==> config.mk <==
export PLATFORM = sky130hd
export DESIGN_NAME = q16div_front
export DESIGN_NICKNAME = d
export VERILOG_FILES = /design/src/hdl/q16div_pkg.sv /design/src/hdl/q16div_front.sv
export SDC_FILE = /design/constraint.sdc
export NUM_CORES = 1
export LEC_CHECK = 0
export BUFFER_PORTS_ARGS = -buffer_cell sky130_fd_sc_hd__buf_2
export CAP_MARGIN = 10
export CORE_MARGIN = 4
export CORE_UTILIZATION = 50
export CTS_CLUSTER_SIZE = 12
export DETAILED_ROUTE_END_ITERATION = 16
export GPL_TIMING_DRIVEN = 0
export PLACE_DENSITY = 0.79
export SYNTH_ARGS = -nofsm -noshare
export SYNTH_HDL_FRONTEND = slang
export SYNTH_SLANG_ARGS = --single-unit
export TNS_END_PERCENT = 20
==> constraint.sdc <==
create_clock -name clock -period 4.2 [get_ports clock]
set_input_delay 1.26 -clock clock [delete_from_list [all_inputs] [get_ports clock]]
set_output_delay 1.26 -clock clock [all_outputs]
set_load 0.05 [all_outputs]
==> src/hdl/q16div_pkg.sv <==
package q16div_pkg;

   // Status codes of a result word
   localparam logic [1:0] ST_OK       = 2'd0;
   localparam logic [1:0] ST_OVERFLOW = 2'd1;
   localparam logic [1:0] ST_DIVZERO  = 2'd2;

   // Q16.16 constants
   localparam logic [31:0] MOST_NEG   = 32'h8000_0000;
   localparam int          QBITS      = 32;   // quotient bits, one per step stage
   localparam int          FRONT_DEPTH = 2;
   localparam int          BACK_DEPTH  = 2;
   localparam int          LATENCY    = FRONT_DEPTH + QBITS + BACK_DEPTH;

   typedef struct packed {
      logic signed [31:0] dividend;
      logic signed [31:0] divisor;
   } req_type;

   typedef struct packed {
      logic signed [31:0] quotient;
      logic [1:0]         status;
   } rsp_type;

   // Word carried down the divider pipeline
   typedef struct packed {
      logic        neg;      // result sign
      logic [1:0]  status;   // error seen so far
      logic [31:0] dmag;     // divisor magnitude, up to 2^31
      logic [31:0] rem;      // partial remainder, below dmag while status is OK
      logic [31:0] work;     // dividend bits still to shift out, quotient bits shifted in
   } stage_type;

endpackage

==> src/hdl/q16div_front.sv <==
module q16div_front (
   input  logic                  clock,
   input  logic                  reset,
   input  logic                  up_valid,
   input  q16div_pkg::req_type   up_req,
   output logic                  dn_valid,
   output q16div_pkg::stage_type dn_stage
);

   typedef struct packed {
      logic        neg;
      logic        zero;
      logic [31:0] amag;
      logic [31:0] dmag;
   } mag_type;

   logic                  s1_valid_ff;
   mag_type               s1_ff, s1_in;
   logic                  s2_valid_ff;
   q16div_pkg::stage_type s2_ff, s2_in;
   logic                  too_big;

   // Take magnitudes; 0x80000000 maps to 2^31 unchanged
   always_comb begin
      s1_in.neg  = up_req.dividend[31] ^ up_req.divisor[31];
      s1_in.zero = (up_req.divisor == 32'sd0);
      s1_in.amag = up_req.dividend[31] ? 32'd0 - 32'(up_req.dividend)
                                       : 32'(up_req.dividend);
      s1_in.dmag = up_req.divisor[31] ? 32'd0 - 32'(up_req.divisor)
                                      : 32'(up_req.divisor);
   end

   // Upper 17 bits of |a|<<17 against the divisor: quotient needs 33+ bits
   assign too_big = {15'd0, s1_ff.amag[31:15]} >= s1_ff.dmag;

   always_comb begin
      s2_in.neg  = s1_ff.neg;
      s2_in.dmag = s1_ff.dmag;
      s2_in.rem  = {15'd0, s1_ff.amag[31:15]};
      s2_in.work = {s1_ff.amag[14:0], 17'd0};
      priority if (s1_ff.zero) begin
         s2_in.status = q16div_pkg::ST_DIVZERO;
      end else if (too_big) begin
         s2_in.status = q16div_pkg::ST_OVERFLOW;
      end else begin
         s2_in.status = q16div_pkg::ST_OK;
      end
   end

   always_ff @(posedge clock) begin
      if (reset) begin
         s1_valid_ff <= 1'b0;
         s2_valid_ff <= 1'b0;
      end else begin
         s1_valid_ff <= up_valid;
         s2_valid_ff <= s1_valid_ff;
      end
   end

   always_ff @(posedge clock) begin
      s1_ff <= s1_in;
      s2_ff <= s2_in;
   end

   assign dn_valid = s2_valid_ff;
   assign dn_stage = s2_ff;

endmodule

# --- Yosys cells after proc, flatten, opt, wreduce, memory -nomap -nowiden ---
# Cells that the tools add are included.
# Widths: inputs -> output; s select.
totals:
  ff_bits: 135
  output_inout_bits: 100
classes:
  n_addsub: 2
  order_cmp: 1
  muxes: 3
  n_bitwise: 1
  n_reduce_logical: 1
ops:
  columns: ["operator", "n"]
  rows:
  - ["$sub 1x32->32 const A", 2]
  - ["$mux 31", 2]
  - ["$ge 17x32->1", 1]
  - ["$logic_not 32->1", 1]
  - ["$mux 1", 1]
  - ["$xor 1x1->1", 1]

# --- Logic depth before layout (Yosys ltp) ---
logic_depth:
  ltp_word: 2
  mapped_depth: 6

# --- Worst setup path before layout ---
# OpenSTA, ideal clock, no wires.
synth_path:
  path_type: "input -> register"
  startpoint: "in up_req[49] (netlist bit)"
  endpoint: "reg s1_ff[53] (netlist bit)"
  arrival_ns: 2.480
  path_slack_ns: 1.648
  cell_stages: 4
  path_buffers: 0
  cell_sequence: "or4_4 -> or3_1 -> o41ai_2 -> xnor2_1"
synth_lines:
  columns: ["element", "line", "source"]
  rows:
  - ["from (decl)", "q16div_front.sv:5", "input q16div_pkg::req_type up_req,"]
  - ["to (signal assigned)", "q16div_front.sv:61", "s1_ff <= s1_in;"]
  - ["to (decl)", "q16div_front.sv:18", "mag_type s1_ff, s1_in;"]

==> insert_results.sql <==
INSERT INTO impl_metrics (metric_group, metric, value, unit) VALUES
('cells_and_area', 'finish.net_count', '706', ''),
('clock_tree', 'clock_pin_slew_worst_setup_and_hold_paths', '0.06', 'ns'),
('grt', 'global_route_track_usage_on_met1', '0.2493', ''),
('pwr', 'power.share.sequential', '0.413', ''),
('place', 'place_hpwl', '8.767', 'mm'),
('place', 'io_buffer_count', '133', ''),
('detailed_routing', 'vias_per_cell', '5.051', ''),
('clock_tree', 'cts_post_setup_buffers_inserted', '0', ''),
('outcome', 'outcome', 'finished, final reports clean', ''),
('die', 'fp.coreArea', '9415', 'um^2'),
('die', 'die_width', '107.0', 'um'),
('cells_and_area', 'n_antenna_cell', '0', ''),
('grt', 'grt.overflow.total', '0', ''),
('pwr', 'power.share.clock', '0.407', ''),
('run', 'number_of_maximum_capacitance_violations', '0', ''),
('pwr', 'vdd_ir_drop_max', '239.7', 'uV'),
('synthesis', 'syn_inst', '437', ''),
('detailed_routing', 'route.vias.total', '3849', ''),
('detailed_routing', 'routed_wirelength', '11.98', 'mm'),
('die', 'initial_core_util', '0.5209', ''),
('setup_path', 'timing.critical_path.from_type', 'input port', ''),
('sta', 'rsz_0062_raised_after_global_routing', 'false', ''),
('clock_tree', 'cts_tree', 'yes', ''),
('cells_and_area', 'drive_gt1_frac', '0.3365', ''),
('clock_tree', 'cts_resized', '0', ''),
('synthesis', 'synth_area', '4905', 'um^2'),
('sta', 'setup_total_negative_slack', '0', 'ns'),
('clock_tree', 'clk-insertion-delay-late', '0.52', 'ns'),
('sta', 'layout_worst_path_cycle_share', '0.6289', ''),
('setup_path', 'crit_type', 'input port to flop', ''),
('sta', 'hold_violations', '0', ''),
('setup_path', 'cp_data_arrival_time', '3.03', 'ns'),
('synthesis', 'synth_top_cell_by_area', 'sky130_fd_sc_hd__dfxtp_1', ''),
('synthesis', 'yosys-top-cells-area', 'sky130_fd_sc_hd__dfxtp_1 55%, sky130_fd_sc_hd__xnor2_1 10%, sky130_fd_sc_hd__buf_4 4.9%, sky130_fd_sc_hd__ha_1 4.8%, sky130_fd_sc_hd__o31ai_1 3.2%', ''),
('setup_path', 'critical_path_peak_fanout', '5', ''),
('die', 'io_pins', '167', ''),
('setup_path', 'crit_path_end_kind', 'flop', ''),
('synthesis', 'ys_seq_elements', '135', ''),
('clock_tree', 'cts.hold.buffers_added', '0', ''),
('sta', 'setup_violations', '0', ''),
('cells_and_area', 'relative_area_change_from_synthesis_to_final_layout', '31.17', '%'),
('sta', 'max_slew.worst_pin.slew', '0.7448', 'ns'),
('grt', 'number_of_antenna_violations_at_the_first_check_in_global_routing', '0', ''),
('clock_tree', 'tritoncts.num_buffers', '17', ''),
('setup_path', 'required', '4.59', 'ns'),
('cells_and_area', 'leading_cell_types_in_the_layout_fill_and_taps_excluded', '135 x sky130_fd_sc_hd__dfxtp_1, 134 x sky130_fd_sc_hd__buf_2, 57 x sky130_fd_sc_hd__xnor2_1', ''),
('synthesis', 'synth_cell_type_count', '41', ''),
('grt', 'grt-busiest-layer', 'met2', ''),
('detailed_routing', 'drcViolationCount', '0', ''),
('synthesis', 'yosysSeqAreaShare', '0.5510', ''),
('grt', 'groute.layer.met3.usage', '0.05960', ''),
('grt', 'grt.met2_usage', '0.3584', ''),
('cells_and_area', 'layout_commonest_cell', 'sky130_fd_sc_hd__dfxtp_1', ''),
('detailed_routing', 'drt_first_iter_violations', '232', ''),
('grt', 'via_count_of_the_first_global_routing_pass', '3889', ''),
('clock_tree', 'cts-htree-levels', '4', ''),
('place', 'placement.setup.worst_slack', '1.238', 'ns'),
('pwr', 'combinationalPowerShare', '0.180', ''),
('synthesis', 'edff_count_synth', '0', ''),
('hold_path', 'hold_path_class', 'flop to flop', ''),
('synthesis', 'synth_flop_cell', 'sky130_fd_sc_hd__dfxtp_1', ''),
('die', 'die_y', '107.0', 'um'),
('sta', 'post-route-min-period', '2.641', 'ns'),
('grt', 'global_route_wire_length_before_repair', '18.68', 'mm'),
('sta', 'max_slew_margin', '0.4989', ''),
('detailed_routing', 'detailedRoute.firstPassIterationCount', '5', ''),
('synthesis', 'synth_async_sr_flop_share', '0', ''),
('sta', 'fmaxAchievable', '378.6', 'MHz'),
('clock_tree', 'clockRootBuffer', 'sky130_fd_sc_hd__clkbuf_8', ''),
('synthesis', 'yosys.area.top_type_share', '0.5510', ''),
('sta', 'slew_viol_final', '0', '');
==> cell type report <==
class	instances	area [um^2]
Buffer	41	275.3
Clock buffer	18	417.9
Clock inverter	14	167.7
Fill cell	684	2982
Inverter	21	78.83
Multi-Input combinational cell	271	1964
Sequential cell	135	2703
Tap cell	129	161.4
Timing Repair Buffer	133	665.6
==> state kept, by name (all words and copies together), names as in the netlist <==
register,flops
dn_stage,67
dn_valid,1
s1_ff,66
s1_valid_ff,1
==> logic make-up after synthesis <==
family                   count (synthesis)  synth area share
buffers and inverters                   62           0.07219
flip-flops                             135            0.5510
AND/OR/NAND/NOR                         98            0.1235
AO/OA/AOI/OAI                           63           0.09873
adder cells (fa/ha/maj)                 19           0.04847
other                                    1         0.0007646
XOR/XNOR                                59            0.1054
==> through the flow <==
| step | instances | total power, mW | hold slack, ns | utilization | cell area (um^2) |
|---|---|---|---|---|---|
| final | 762 | 3.531 | 0.3256 | 0.6833 | 6434 |
| after global placement | 730 | 2.091 | 0.3102 | 0.6211 | 5848 |
| after detailed placement | 730 | 2.108 | 0.3121 | 0.6211 | 5848 |
| after CTS | 762 | 3.546 | 0.3268 | 0.6833 | 6434 |
| after global routing | 762 | 3.658 | 0.3295 | 0.6833 | 6434 |
| after floorplan | 468 | 1.933 | 0.3096 | - | 5021 |
==> final timing paths <==
kind	start	to	slack, ns	cells past startpoint
worst max-delay path	up_req[47]	s1_ff[59]	1.56	5
worst min-delay path	s1_ff[32]	dn_stage[17]	0.33	0
worst max register to register	s1_ff[7]	dn_stage[96]	2.33	6
worst min register to register	s1_ff[32]	dn_stage[17]	0.33	0
==> Yosys cell counts, types with 3 or more instances <==
| master | count |
|---|---|
| sky130_fd_sc_hd__nor2b_1 | 4 |
| sky130_fd_sc_hd__nand3_1 | 4 |
| sky130_fd_sc_hd__o31ai_1 | 21 |
| sky130_fd_sc_hd__nor4_4 | 3 |
| sky130_fd_sc_hd__nand2_1 | 26 |
| sky130_fd_sc_hd__nor2_1 | 11 |
| sky130_fd_sc_hd__nor3_1 | 6 |
| sky130_fd_sc_hd__ha_1 | 19 |
| sky130_fd_sc_hd__o21ai_0 | 16 |
| sky130_fd_sc_hd__xnor2_1 | 57 |
| sky130_fd_sc_hd__or3_1 | 4 |
| sky130_fd_sc_hd__nand2b_1 | 5 |
| sky130_fd_sc_hd__nand4_1 | 7 |
| sky130_fd_sc_hd__nand4b_1 | 3 |
| sky130_fd_sc_hd__dfxtp_1 | 135 |
| sky130_fd_sc_hd__a21oi_1 | 6 |
| sky130_fd_sc_hd__buf_4 | 32 |
| sky130_fd_sc_hd__inv_1 | 21 |
| sky130_fd_sc_hd__o41ai_2 | 6 |
| sky130_fd_sc_hd__o41ai_1 | 8 |
| sky130_fd_sc_hd__clkbuf_1 | 7 |
| sky130_fd_sc_hd__nor4_1 | 13 |
==> routing by layer <==
| layer | part of all wire | up-vias |
|---|---|---|
| li1 | - | 1832 |
| met1 | 0.40 | 1763 |
| met2 | 0.49 | 222 |
| met3 | 0.081 | 32 |
| met4 | 0.029 | 0 |
| met5 | 0 | - |
==> critical path: stages <==
cell	delay, ns
sky130_fd_sc_hd__buf_2	0.14
sky130_fd_sc_hd__nor4_1	0.66
sky130_fd_sc_hd__nand3_1	0.34
sky130_fd_sc_hd__o41ai_1	0.47
sky130_fd_sc_hd__xnor2_1	0.15
==> power groups by stage <==
stage | Sequential, mW | Combinational (mW) | Clock [mW]
floorplan | 1.70 | 0.230 | 0
global placement | 1.48 | 0.610 | 0
detailed placement | 1.49 | 0.622 | 0
CTS | 1.46 | 0.634 | 1.45
global route | 1.47 | 0.672 | 1.52
finish | 1.46 | 0.636 | 1.44
(Power assumes the default switching activity.)
