<file path="src/hdl/q16div_pkg.sv">
package q16div_pkg;

   // Status codes of a result word
   localparam logic [1:0] ST_OK       = 2'd0;
   localparam logic [1:0] ST_OVERFLOW = 2'd1;
   localparam logic [1:0] ST_DIVZERO  = 2'd2;

   // Q16.16 constants
   localparam logic [31:0] MOST_NEG   = 32'h8000_0000;
   localparam int          QBITS      = 32;   // quotient bits, one per step stage
   localparam int          FRONT_DEPTH = 2;
   localparam int          BACK_DEPTH  = 2;
   localparam int          LATENCY    = FRONT_DEPTH + QBITS + BACK_DEPTH;

   typedef struct packed {
      logic signed [31:0] dividend;
      logic signed [31:0] divisor;
   } req_type;

   typedef struct packed {
      logic signed [31:0] quotient;
      logic [1:0]         status;
   } rsp_type;

   // Word carried down the divider pipeline
   typedef struct packed {
      logic        neg;      // result sign
      logic [1:0]  status;   // error seen so far
      logic [31:0] dmag;     // divisor magnitude, up to 2^31
      logic [31:0] rem;      // partial remainder, below dmag while status is OK
      logic [31:0] work;     // dividend bits still to shift out, quotient bits shifted in
   } stage_type;

endpackage

</file>
<file path="src/hdl/q16div_round.sv">
module q16div_round (
   input  logic                  clock,
   input  logic                  reset,
   input  logic                  up_valid,
   input  q16div_pkg::stage_type up_stage,
   output logic                  dn_valid,
   output q16div_pkg::rsp_type   dn_rsp
);

   logic                valid_a_ff;
   logic                neg_a_ff;
   logic [1:0]          status_a_ff, status_a_in;
   logic [31:0]         mag_a_ff, mag_a_in;
   logic                valid_b_ff;
   q16div_pkg::rsp_type rsp_b_ff, rsp_b_in;

   // Round half away from zero; an all-ones quotient rounds to 2^31
   always_comb begin
      mag_a_in = {1'b0, up_stage.work[31:1]} + {31'd0, up_stage.work[0]};
      priority if (up_stage.status == q16div_pkg::ST_OK && (&up_stage.work)) begin
         status_a_in = q16div_pkg::ST_OVERFLOW;
      end else begin
         status_a_in = up_stage.status;
      end
   end

   // Apply sign, or force the most negative value on error
   always_comb begin
      rsp_b_in.status = status_a_ff;
      priority if (status_a_ff != q16div_pkg::ST_OK) begin
         rsp_b_in.quotient = q16div_pkg::MOST_NEG;
      end else if (neg_a_ff) begin
         rsp_b_in.quotient = 32'd0 - mag_a_ff;
      end else begin
         rsp_b_in.quotient = mag_a_ff;
      end
   end

   always_ff @(posedge clock) begin
      if (reset) begin
         valid_a_ff <= 1'b0;
         valid_b_ff <= 1'b0;
      end else begin
         valid_a_ff <= up_valid;
         valid_b_ff <= valid_a_ff;
      end
   end

   always_ff @(posedge clock) begin
      neg_a_ff    <= up_stage.neg;
      status_a_ff <= status_a_in;
      mag_a_ff    <= mag_a_in;
      rsp_b_ff    <= rsp_b_in;
   end

   assign dn_valid = valid_b_ff;
   assign dn_rsp   = rsp_b_ff;

endmodule

</file>
<file path="config.mk">
export PLATFORM = sky130hd
export DESIGN_NAME = q16div_round
export DESIGN_NICKNAME = d
export VERILOG_FILES = /design/src/hdl/q16div_pkg.sv /design/src/hdl/q16div_round.sv
export SDC_FILE = /design/constraint.sdc
export NUM_CORES = 1
export LEC_CHECK = 0
export ABC_CLOCK_PERIOD_IN_PS = 2350
export BUFFER_PORTS_ARGS = -buffer_cell sky130_fd_sc_hd__buf_2
export CAP_MARGIN = 20
export CORE_AREA = 4 4 79 111
export DETAILED_ROUTE_END_ITERATION = 10
export DIE_AREA = 0 0 83 115
export PLACE_DENSITY = 0.74
export SYNTH_ARGS = -nofsm -noshare
export SYNTH_HDL_FRONTEND = slang
export SYNTH_SLANG_ARGS = --single-unit
</file>
<file path="constraint.sdc">
create_clock -name clock -period 2.35 [get_ports clock]
set_input_delay 0.47 -clock clock [delete_from_list [all_inputs] [get_ports clock]]
set_output_delay 0.47 -clock clock [all_outputs]
set_load 0.01 [all_outputs]
</file>
## Word level (Yosys, flattened, before mapping)

Index checks and enable logic that the tools add are counted.

| word-level totals | value |
|---|---|
| register bits after elaboration | 71 |
| input port bits | 102 |

| operators by class | value |
|---|---|
| add/sub/neg operators | 2 |
| multiplexer cells | 1 |
| reductions and logical operators | 4 |

Operators by type and width:

| cell | number |
|---|---|
| $add A31 B1 Y32 | 1 |
| $mux W32 | 1 |
| $reduce_and A32 Y1 | 1 |
| $sub A1 B32 Y32 const A | 1 |
| $logic_not A2 Y1 | 1 |
| $reduce_bool A2 Y1 | 1 |
| $logic_and A1 B1 Y1 | 1 |

## Longest topological paths before layout

| logic depth | value |
|---|---|
| depth after elaboration | 2 |
| mapped depth | 7 |
| depth with buffers taken out | 7 |

## Worst setup path after synthesis

OpenSTA, ideal clock, no wires.

| path | value |
|---|---|
| kind | input to register |
| start | input port up_stage[0] (netlist bit) |
| end | register mag_a_ff[26] |
| arrival time | 1.723 ns |
| required time | 2.232 ns |
| setup slack | 0.509 ns |
| stages | 7 |
| buffers on the path | 0 |
| cell sequence | ha_1 > ha_1 > nand4_1 > nor3_4 > and3_1 > nand3_1 > xnor2_1 |

| on the way | value |
|---|---|
| cells in the longest elaborated chain, start to end | 1 |

RTL lines:

| item | RTL line | text |
|---|---|---|
| start: declaration | q16div_round.sv:5 | `input q16div_pkg::stage_type up_stage,` |
| $add A31 B1 Y32 | q16div_round.sv:19 | `mag_a_in = {1'b0, up_stage.work[31:1]} + {31'd0, up_stage.work[0]};` |
| via mag_a_in[26] | q16div_round.sv:13 | `logic [31:0] mag_a_ff, mag_a_in;` |
| end signal: assignment | q16div_round.sv:52 | `mag_a_ff <= mag_a_in;` |
| end: declaration | q16div_round.sv:13 |  |

The timed path passes the listed nets, and every way through them passes these cells.
A chain may end at the register's enable or synchronous reset.

## Final worst setup path

| path | value |
|---|---|
| start | register mag_a_ff[0] |
| end | register rsp_b_ff, in the netlist dn_rsp[28] |

| on the way | value |
|---|---|
| cells in the longest elaborated chain, start to end | 2 |

RTL lines:

| item | RTL line | text |
|---|---|---|
| $sub A1 B32 Y32 | q16div_round.sv:33 | `rsp_b_in.quotient = 32'd0 - mag_a_ff;` |
| $mux W32 | q16div_round.sv:32 | `end else if (neg_a_ff) begin` |
| end signal: assignment | q16div_round.sv:53 | `rsp_b_ff <= rsp_b_in;` |
| end: declaration | q16div_round.sv:15 | `q16div_pkg::rsp_type rsp_b_ff, rsp_b_in;` |

Every way passes these cells.

==> impl_summary.log <==
INFO  metric synth_seq_cells = 71
INFO  metric grtUsageMet3 = 3.87%
INFO  metric overflow = 0
INFO  metric gr-usage-all-layers = 13.1%
INFO  metric ant_nets = 0
INFO  metric cts.path.max_buffers = 2
INFO  metric initial_antenna_violation_count = 0
INFO  metric average_wire_per_cell_in_the_routed_design = 12.2 µm
INFO  metric leakage = 0.00160 µW
INFO  metric drc_errors = 0
INFO  metric layout.nets = 484
INFO  metric floorplan.die.height = 115 µm
INFO  metric timing.clock.skew = 0.00347 ns
INFO  metric postCtsSetupBuffers = 0
INFO  metric cts.htree.levels = 3
INFO  metric finalCritPeriodShare = 82.6%
INFO  metric tightestPinTransition = 0.536 ns
INFO  metric finalWorstPathRequiredPeriod = 1.94 ns
INFO  metric critical_path.max_fanout = 5
INFO  metric post-route-cell-area = 3750 µm²
INFO  metric vias_per_cell = 4.72
INFO  metric via_count = 2286
INFO  metric clockRootBuffer = sky130_fd_sc_hd__clkbuf_8
INFO  metric mappedNetlistArea = 3050 µm²
INFO  metric grt_util_met1 = 13.7%
INFO  metric worstPathCellList = inv_1 > ha_1 > nor4b_4 > nand3_2 > o41ai_2 > xor2_1 > nor2_1
INFO  metric finalWeightedCongestion = 0.835
INFO  metric hp-class = in2reg
INFO  metric drt_iter0_markers = 111
INFO  metric start_util = 39.6%
INFO  metric timing.critical_path.slowest_stage_cell = sky130_fd_sc_hd__nor4b_4
INFO  metric vdd_ir_drop_max = 0.271 mV
INFO  metric tritoncts = done
INFO  metric coreArea = 7700 µm²
INFO  metric floorplan.die_area = 9550 µm²
INFO  metric via_count_of_the_first_global_routing_pass = 2260
INFO  metric placedInstanceArea = 3520 µm²
INFO  metric io_buffer_count = 72
INFO  metric met2_track_usage_gr = 21.9%
INFO  metric status = finished, final reports clean
INFO  metric ctsHoldBuffers = 0
INFO  metric finalHoldViolCount = 0
INFO  metric relSlewSlack = 64.2%
INFO  metric setup_viol = 0
INFO  metric rsz0062_at_grt = false
INFO  metric grt_first_pass_wirelength = 9.96 mm
INFO  metric synthesis.instances = 302
INFO  metric floorplan.die.width = 83 µm
INFO  metric critPathArrivalTime = 2.16 ns
INFO  metric worst_setup_path_start_kind = flip-flop
INFO  metric yosys.cell_types.count = 40
INFO  metric cp_data_required_time = 2.57 ns
INFO  metric drive_gt1_share = 29.4%
INFO  metric cts_resized = 0
INFO  metric clkSlewWorstSetupHoldPaths = 0.06 ns
INFO  metric max_stage_delay = 0.40 ns
INFO  metric totalNegativeSetupSlack = 0 ns
INFO  metric timing.setup.critical_path_class = reg2reg
INFO  metric worstSkewPairLatency = 0.34 ns
INFO  metric maxSlewViolCount = 0
INFO  metric clock-sinks = 71
INFO  metric placementRows = 38
INFO  metric ys_seq_area_share = 46.6%
INFO  metric areaGrowthSynthToFinish = 22.8%
INFO  metric floorplan.io_pins = 137
INFO  metric post-dp-hpwl = 4.73 mm
INFO  metric p_per_area = 704 nW/µm²
INFO  metric finalWirelength = 5.90 mm
INFO  metric max_cap_violations = 0
INFO  metric cts_made_buffers = 9
INFO  metric postSynthAreaPerCell = 10.1 µm²
INFO  metric critPathCaptureType = flip-flop
INFO  metric syn_nets = 407
INFO  metric drt_pre_antenna_iters = 4
INFO  metric n_antenna_cell = 0
INFO  metric grt.busiest_layer = met2
INFO  metric fmaxAchievable = 515 MHz
INFO  metric ys_warn_count = 0
INFO  metric grt_max_degree = 33
## sequential cells by signal (all words and copies together) (netlist names)
name / count
dn_rsp: 34
valid_a_ff: 1
status_a_ff: 2
neg_a_ff: 1
mag_a_ff: 32
dn_valid: 1
## worst max-delay path, delay by kind of cell, from the launching register on
kind | cells | cell delay (ns)
AO/OA/AOI/OAI | 1 | 0.35
XOR/XNOR | 1 | 0.17
flip-flops | 1 | 0.33
buffers and inverters | 1 | 0.08
AND/OR/NAND/NOR | 3 | 0.66
adder cells (fa/ha/maj) | 1 | 0.22
## Yosys cell counts, drive strengths merged
cell / count / area, µm²
inv: 6 / 22.5
o31ai: 10 / 85.1
nor3: 6 / 57.6
nand3: 16 / 85.1
xor2: 34 / 298
o41ai: 7 / 106
mux2i: 1 / 10.0
nand4: 11 / 81.3
clkbuf: 6 / 22.5
nand4b: 2 / 17.5
nor4b: 1 / 23.8
o21a: 1 / 7.51
dfxtp: 71 / 1420
buf: 3 / 12.5
and3: 7 / 43.8
and2: 4 / 25.0
nor2b: 3 / 18.8
o21ai: 7 / 35.0
nand3b: 2 / 15.0
nand2: 23 / 91.3
xnor2: 25 / 219
nor2: 38 / 143
ha: 3 / 37.5
nor4: 9 / 123
a41o: 1 / 10.0
nand2b: 1 / 6.26
or2: 1 / 6.26
and4: 3 / 26.3
## metrics by stage
stage                     hold slack (ns)  instances  power [µW]  util [%]  setup slack, ns
final                               0.223        484        2640      48.7            0.410
after global routing                0.198        484        2770      48.7            0.249
after CTS                           0.201        484        2680      48.7            0.384
after detailed placement            0.334        468        1620      45.7            0.274
after global placement              0.326        468        1620      45.7            0.314
after floorplan                     0.323        302        1510         -            0.509
## where the power goes
| group | internal [µW] | switching [µW] |
|---|---|---|
| clock network | 654 | 391 |
| registers | 1270 | 55.1 |
| logic | 125 | 142 |
| total | 2050 | 588 |
## cell usage in the layout, fill, tap and decap left out, types with 2 or more instances in the layout
cell	synthesis	layout
sky130_fd_sc_hd__nor4_1	4	4
sky130_fd_sc_hd__and4_1	3	3
sky130_fd_sc_hd__nor3_1	3	3
sky130_fd_sc_hd__nor2_1	38	38
sky130_fd_sc_hd__nand4_2	2	2
sky130_fd_sc_hd__dfxtp_1	71	71
sky130_fd_sc_hd__xnor2_1	25	25
sky130_fd_sc_hd__nand3_1	15	15
sky130_fd_sc_hd__inv_1	5	5
sky130_fd_sc_hd__o21ai_1	5	5
sky130_fd_sc_hd__o21ai_0	2	2
sky130_fd_sc_hd__clkbuf_1	6	2
sky130_fd_sc_hd__buf_4	0	3
sky130_fd_sc_hd__and2_1	4	4
sky130_fd_sc_hd__nand2_2	2	2
sky130_fd_sc_hd__o41ai_2	6	6
sky130_fd_sc_hd__xor2_1	34	34
sky130_fd_sc_hd__nand4b_1	2	2
sky130_fd_sc_hd__bufinv_16	0	2
sky130_fd_sc_hd__ha_1	3	3
sky130_fd_sc_hd__nor4_4	4	4
sky130_fd_sc_hd__clkbuf_8	0	11
sky130_fd_sc_hd__nand3b_1	2	2
sky130_fd_sc_hd__nor3_4	2	2
sky130_fd_sc_hd__o31ai_1	8	8
sky130_fd_sc_hd__nand4_1	9	9
sky130_fd_sc_hd__and3_1	7	7
sky130_fd_sc_hd__buf_2	1	72
sky130_fd_sc_hd__nor2b_1	3	3
sky130_fd_sc_hd__o31ai_2	2	2
sky130_fd_sc_hd__nand2_1	21	21
## cell families after synthesis
logic type / after synthesis / share of synthesized area, %
multiplexers: 1 / 0.328
adder cells (fa/ha/maj): 3 / 1.23
AO/OA/AOI/OAI: 26 / 8.00
buffers and inverters: 15 / 1.89
flip-flops: 71 / 46.6
XOR/XNOR: 59 / 16.9
AND/OR/NAND/NOR: 127 / 25.0
## path summary, 6_finish.rpt
check / slack (ns) / start / cells past startpoint / to
hold reg to reg: 0.35 / status_a_ff[0] / 0 / dn_rsp[0]
setup / recovery: 0.41 / mag_a_ff[0] / 7 / dn_rsp[28]
hold / removal: 0.22 / up_stage[98] / 1 / neg_a_ff
setup reg to reg: 0.41 / mag_a_ff[0] / 7 / dn_rsp[28]
## per-layer routing
layer  share of wire (%)  wire (µm)
met4                 3.6        214
met1                  42       2470
met3                 5.3        311
met5                   0          0
met2                  49       2900
## final cells by class
cell class,instances,area [µm²]
fillers,756,3960
multi-input cells,216,1570
flip-flops and latches,71,1420
repair buffers,75,383
clock buffers,13,159
well taps,100,125
clock inverters,3,65.1
inverters,6,22.5
Note: power is estimated with default switching activity, not from simulation.
